[src/fps_pkg.sv]
package fps_pkg;

    localparam int MAX_POINTS  = 1024;
    localparam int MAX_SAMPLES = 64;
    localparam int IDX_W       = $clog2(MAX_POINTS);
    localparam int CNT_W       = IDX_W + 1;
    localparam int COORD_W     = 16;
    localparam int DIST_W      = 34;
    localparam int SCNT_W      = 7;
    localparam int CFG_W       = 34;
    localparam int CFG_ADDR_W  = 1;
    localparam int OUT_IDX_W   = 10;

    localparam logic [CFG_ADDR_W-1:0] REG_SAMPLE_COUNT  = 1'b0;
    localparam logic [CFG_ADDR_W-1:0] REG_MIN_MAGNITUDE = 1'b1;

    localparam logic [SCNT_W-1:0] SAMPLE_COUNT_RESET  = 7'd16;
    localparam logic [DIST_W-1:0] MIN_MAGNITUDE_RESET = 34'd16777;

    // Front to back: one queued cloud-load or sampling command
    typedef struct packed {
        logic                     start;    // 1: run sampling, 0: store point
        logic signed [COORD_W-1:0] x;
        logic signed [COORD_W-1:0] y;
        logic signed [COORD_W-1:0] z;
    } t_cmd;

    // Squared difference of 16-bit signed operands, via a 17-bit signed difference
    function automatic logic [DIST_W-1:0] sq_diff(
        input logic signed [COORD_W-1:0] a,
        input logic signed [COORD_W-1:0] b
    );
        logic signed [COORD_W:0] d;
        logic signed [2*COORD_W+1:0] e;
        logic        [2*COORD_W+1:0] p;
        d = {a[COORD_W-1], a} - {b[COORD_W-1], b};
        e = d;
        p = $unsigned(e * e);
        return DIST_W'(p);
    endfunction

endpackage

[src/fps_front.sv]
module fps_front (
    input  logic                              i_clk,
    input  logic                              i_rst_n,
    input  logic                              i_valid,
    output logic                              o_ready,
    input  logic signed [fps_pkg::COORD_W-1:0] i_point_x,
    input  logic signed [fps_pkg::COORD_W-1:0] i_point_y,
    input  logic signed [fps_pkg::COORD_W-1:0] i_point_z,
    input  logic                              i_last_point,
    output logic                              o_cmd_valid,
    input  logic                              i_cmd_ready,
    output fps_pkg::t_cmd                     o_cmd
);
    // Two-entry queue; a last item is split into a point then a start.
    fps_pkg::t_cmd r_q [2];
    logic [1:0]    r_cnt;
    logic          r_rd;
    logic          r_pend_start;

    logic          push, pop;
    fps_pkg::t_cmd push_cmd;

    assign o_ready     = !r_pend_start && (r_cnt < 2'd2);
    assign o_cmd_valid = (r_cnt != 2'd0);
    assign o_cmd       = r_q[r_rd];
    assign pop         = o_cmd_valid && i_cmd_ready;

    always_comb begin
        push     = 1'b0;
        push_cmd = '{start: 1'b1, x: '0, y: '0, z: '0};
        if (r_pend_start) begin
            push = (r_cnt < 2'd2) || pop;
        end else if (i_valid && o_ready) begin
            push     = 1'b1;
            push_cmd = '{start: 1'b0, x: i_point_x, y: i_point_y, z: i_point_z};
        end
    end

    always_ff @(posedge i_clk) begin
        if (!i_rst_n) begin
            r_cnt        <= '0;
            r_rd         <= 1'b0;
            r_pend_start <= 1'b0;
        end else begin
            if (push) r_q[r_rd ^ (r_cnt == 2'd1) ^ (pop && r_cnt != 2'd0) ^ pop] <= push_cmd;
            if (pop) r_rd <= ~r_rd;
            r_cnt <= r_cnt + 2'(push) - 2'(pop);
            if (r_pend_start && push)             r_pend_start <= 1'b0;
            else if (!r_pend_start && i_valid && o_ready && i_last_point) r_pend_start <= 1'b1;
        end
    end

endmodule

[config.mk]
export PLATFORM = sky130hd
export DESIGN_NAME = fps_front
export DESIGN_NICKNAME = d
export VERILOG_FILES = /design/src/fps_pkg.sv /design/src/fps_front.sv
export SDC_FILE = /design/constraint.sdc
export NUM_CORES = 1
export LEC_CHECK = 0
export ABC_CLOCK_PERIOD_IN_PS = 8100
export BUFFER_PORTS_ARGS = -buffer_cell sky130_fd_sc_hd__buf_4
export CAP_MARGIN = 20
export CORE_ASPECT_RATIO = 0.5
export CORE_MARGIN = 3
export CORE_UTILIZATION = 35
export DETAILED_ROUTE_END_ITERATION = 7
export PLACE_DENSITY = 0.56
export REMOVE_ABC_BUFFERS = 1
export SLEW_MARGIN = 10
export SYNTH_ARGS = -nofsm -noshare
export SYNTH_HDL_FRONTEND = slang
export SYNTH_SLANG_ARGS = --single-unit
[constraint.sdc]
create_clock -name i_clk -period 8.1 [get_ports i_clk]
set_input_delay 0.81 -clock i_clk [delete_from_list [all_inputs] [get_ports i_clk]]
set_output_delay 0.81 -clock i_clk [all_outputs]
set_load 0.01 [all_outputs]
Yosys cells after proc, flatten, opt, wreduce, memory -nomap -nowiden
Memory sizes are Yosys's and may differ from the RTL's. A register that Yosys moved wholly into a read port is not among the register bits. Index checks and enable logic that the tools add are counted. Widths: inputs -> output; s select.

Register bits after elaboration: 4. Memory bits (writable): 98. Word-level logic and storage cells: 34. Memories kept: 1.

Memory list: r_q (words 2, width 49, rd ports 1, clocked after Yosys merged registers in 1, write ports 1, line fps_front.sv:15) `fps_pkg::t_cmd r_q [2];`.

Add/subtract/negate cells: 2. Mux-type cells: 9. Equality and inequality tests: 1. Bitwise logic cells: 5. Magnitude comparators: 1. Reduce and logical (&&, ||, !) cells: 12.

Operators with widths (number): $mux 49 (2); $logic_and 1x1->1 (8); $mux 1 (7); $xor 1x1->1 (3); $add 2x1->2 (1); $eq 2x1->1 const B (1); $lt 2x2->1 const B (1); $not 1->1 (2); $reduce_bool 2->1 (1); $reduce_or 2->1 (1); $sub 2x1->2 (1); $logic_not 1->1 (1); $logic_or 1x1->1 (1).

Depth between registers and ports, before layout
Depth in word-level cells: 8. Depth in mapped cells: 8.

Least setup slack after synthesis
No wires, ideal clock.

Path kind: input to register. From: input port i_valid. To: memory r_q[0][0] (netlist bit) (enable). Cell stages on the path: 3. Arrival: 4.663 ns. Data required time: 7.574 ns. Slack: 2.911 ns. Path buffers: 0. Setup time: 0.526 ns. Cell sequence: nor2b_2 > a21oi_1 > nor3b_1.

Word-level cells in the longest chain between the ends: 6.

Ends and longest elaborated chain: start: declaration (line fps_front.sv:4) `input logic i_valid,`; $logic_and 1x1->1 (line fps_front.sv:33) `end else if (i_valid && o_ready) begin`; $mux 1 (line fps_front.sv:33); $mux 1 (line fps_front.sv:31) `if (r_pend_start) begin`; $mux 1 (line fps_front.sv:45) `if (push) r_q[r_rd ^ (r_cnt == 2'd1) ^ (pop && r_cnt != 2'd0) ^ pop] <= push_cmd;`; $mux 1 (line fps_front.sv:40) `if (!i_rst_n) begin`; $mux 1 (implied by the code) (line fps_front.sv:45); end: declaration (line fps_front.sv:15).

No other way between the ends.

==> reports/results.md <==
- completed — result of the run
- 0.3689 — Starting Density
- 0 — number of warning messages in the yosys log
- 13,360 um2 — Die Area
- 1.83 ns — critical path data arrival time
- 160.5 um — die span in x
- 2.061 nW — Leakage Power
- sky130_fd_sc_hd__edfxtp_1 70%, sky130_fd_sc_hd__mux2_2 13%, sky130_fd_sc_hd__and2_1 6.0% — cells taking the most area after synthesis
- 0 — Resized cells post-CTS
- 30.24% — area growth from synthesis to layout
- 50 — maximum number of pins on one net before global-route repair
- 482.0 uW — net switching power of the design
- 4175 um2 — Post-Syn Area
- 0.321 — combinational cell fraction of total power
- 7.29 ns — required time at the worst-slack endpoint
- 0.2760 — switching part of the total
- 0 — max-capacitance violation count
- flip-flop — critical path startpoint category
- 0 — Hold Violations, Final
- 104 — top-level port count
- 17.62 um2 — Mapped Avg Cell Area
- met2 — layer carrying the most global-route usage
- 0.2226 — GRT met2 Usage
- sky130_fd_sc_hd__edfxtp_1 — cell type with the largest total area after synthesis
- 0.6784 — GPL Wtd Cong
- 1.747 mW — Power, Total
- 103 — post-synthesis register bit count
- 0.007229 ns — Clock Skew
- 103 — number of sinks on the clock net
- 29 — maximum fanout along the worst path
- 2,233 — vias after detailed routing
- 3044 um2 — area occupied by registers
- 2,486 — via count of the first global-routing pass
- output pin — Setup crit end kind
- 0.1022 — Simple-Gate Fraction of Synth Area
- 0.5341 — share of layout cells above drive strength 1
- 2 — number of buffers between clock root and the deepest sink
- 3 — number of levels the H-tree was split into
- 0 ns — sum of negative setup slack
- sky130_fd_sc_hd__clkbuf_16 — clock tree root buffer cell
- 0.07 ns — clock input transition at the sequential cells of the worst setup and hold paths
- 7964 um — final wirelength
- reg -> reg — path type of the worst min-delay path
- 1057 um2 — area used by multi-input combinational logic
- 237 — Cells after Synth
- 0 — final antenna diode count
- 0 — number of routed nets with antenna violations
- 0.3265 — final worst-path cycle share
- 8 — worst-case reg-to-reg path depth
- 378.2 MHz — maximum achievable frequency
- 0.7288 — sequential element share of the synthesized area
- 0.33 ns — Clk Latency, worst-skew pair
- 0.5622 ns — transition time of the tightest slew-check pin
- 0 — Setup Viol. Count Final
- done — TritonCTS clock tree
- 103 — quantity of I/O buffers inserted on ports
- 0 — total overflow reported by the global router
- multiplexers — main combinational cell family by area after synthesis
- 0.7048 — area fraction of the dominant cell type after synthesis
- 12,520 um — wire length of the first global-routing pass
- 0 — max-slew violation total from the final report
- 0.004195 — area fraction in compound gates after synthesis
- 11,320 um2 — core region area
- 2.644 ns — minimum clock period after layout
- 0 — initial antenna violation count
- 0.1299 — met1 track utilization from global routing
- 0.1206 — global-route total usage across every layer
- 402 — number of nets in the layout
- 5334 um — HPWL after DPL
- 0.04036 — routing usage on met3
- 15.59 um — average wire per standard cell
- reg -> out — Crit Path Category
- 27 — row count
- 0.235 — clock group share of total power
- 0.444 — relative contribution of sequential cells to total power
- 9 — number of buffers created by CTS
- 0.5737 ns — hold slack
- 0.6252 — worst slew margin relative to its limit
- 0 — final routed DRC violation total
- 321.2 nW/um2 — ratio of total power to cell area
- 2 — number of cells traversed by the worst hold path
- 0 — # Post-CTS Setup Buffers
- 1.265 mW — Cell Int Power
- 4 — Pre-antenna DRT Iters
- 0 — cts-stage hold buffer count
- no — unrepaired setup endpoints after global routing
- 0.1322 — mux share of post-synthesis cell area
- 0.005993 — adder-cell share of the synthesized area
- 82 — DRC violation total after the first TritonRoute iteration
- 25 — count of distinct cell types in the synthesized netlist
- 125.9 uV — Peak VDD IR
- 0.006293 — xor/xnor cell area share of the yosys netlist
- 1,006 — filler cell count
- 4.370 — ratio of routed vias to standard cells
- 83.23 um — Die Height
==> through the flow <==
stage	instances	area [um2]	util	setup slack (ns)
after floorplan	227	4101	-	2.911
after global placement	493	5115	0.4520	5.518
after detailed placement	494	5135	0.4537	5.704
after CTS	510	5418	0.4787	5.401
after global routing	511	5438	0.4805	5.330
final	511	5438	0.4805	5.456
==> cell families (layout without fill, tap and decap cells) <==
logic type      after synthesis  count (layout)
compound gates                3               3
simple gates                 64              64
xor+xnor                      3               3
fa+ha+maj                     2               2
mux                          49              49
flops                       103             103
buf+inv                      13             128
==> power by group through the flow <==
stage / clock (mW) / sequential, mW / combinational (mW)
after floorplan: 0 / 0.797 / 0.298
after global placement: 0 / 0.803 / 0.532
after detailed placement: 0 / 0.789 / 0.569
after CTS: 0.422 / 0.778 / 0.572
after global routing: 0.440 / 0.790 / 0.611
final: 0.410 / 0.776 / 0.561
==> flip-flops by register name, summed over array words and instances, names as in the netlist, named ones only <==
signal / flops
r_rd: 1
r_cnt: 2
r_q: 98
r_pend_start: 1
==> cells in the final DEF (no fill, tap or decap) <==
cell,instances
sky130_fd_sc_hd__xor2_1,1
sky130_fd_sc_hd__nor2b_1,1
sky130_fd_sc_hd__nor2b_2,1
sky130_fd_sc_hd__nor3_1,1
sky130_fd_sc_hd__nand3b_1,2
sky130_fd_sc_hd__xnor2_1,2
sky130_fd_sc_hd__nor2_1,4
sky130_fd_sc_hd__a21oi_1,2
sky130_fd_sc_hd__clkbuf_1,2
sky130_fd_sc_hd__nor3_2,1
sky130_fd_sc_hd__clkbuf_16,9
sky130_fd_sc_hd__nand2b_1,1
sky130_fd_sc_hd__dfxtp_1,4
sky130_fd_sc_hd__and2_1,40
sky130_fd_sc_hd__o21a_1,1
sky130_fd_sc_hd__dfxtp_2,1
sky130_fd_sc_hd__bufinv_16,1
sky130_fd_sc_hd__or2_2,1
sky130_fd_sc_hd__nor3b_2,1
sky130_fd_sc_hd__clkinv_2,4
sky130_fd_sc_hd__inv_1,3
sky130_fd_sc_hd__buf_4,107
sky130_fd_sc_hd__edfxtp_1,98
sky130_fd_sc_hd__ha_1,2
sky130_fd_sc_hd__buf_12,2
sky130_fd_sc_hd__nor2b_4,1
sky130_fd_sc_hd__and2_4,10
sky130_fd_sc_hd__mux2_2,49
==> cells in the mapped netlist, drive strengths merged <==
cell    count
nor2b       3
or2         1
a21oi       2
nand2b      1
buf         8
mux2       49
inv         3
edfxtp     98
nor3b       1
o21a        1
and2       50
xor2        1
nor3        2
ha          2
nand3b      2
clkbuf      2
xnor2       2
dfxtp       5
nor2        4
==> per-layer routing <==
layer,vias to the layer above,part of all wire
li1,1090,-
met2,38,0.56
met3,2,0.036
met1,1103,0.40
met5,-,0
met4,0,0.0046
==> final cells by class <==
class | instances | area share
sequential | 103 | 0.5598
multi-input combinational | 121 | 0.1944
timing repair buffer | 109 | 0.1551
clock buffer | 11 | 0.04280
tap | 159 | 0.03659
clock inverter | 5 | 0.009204
inverter | 3 | 0.002071
==> path summary, 6_finish.rpt <==
path	slack, ns	from	end
max	5.46	flip-flop	o_cmd[6]
min	0.57	r_rd	flip-flop
max reg2reg	6.22	r_cnt[1]	r_cnt[1]
min reg2reg	0.57	r_rd	flip-flop
==> worst max-delay path: stages (launching register included) <==
cell	delay [ns]
sky130_fd_sc_hd__dfxtp_2	0.69
sky130_fd_sc_hd__buf_12	0.28
sky130_fd_sc_hd__mux2_2	0.37
sky130_fd_sc_hd__buf_4	0.15
(Power assumes the default switching activity.)
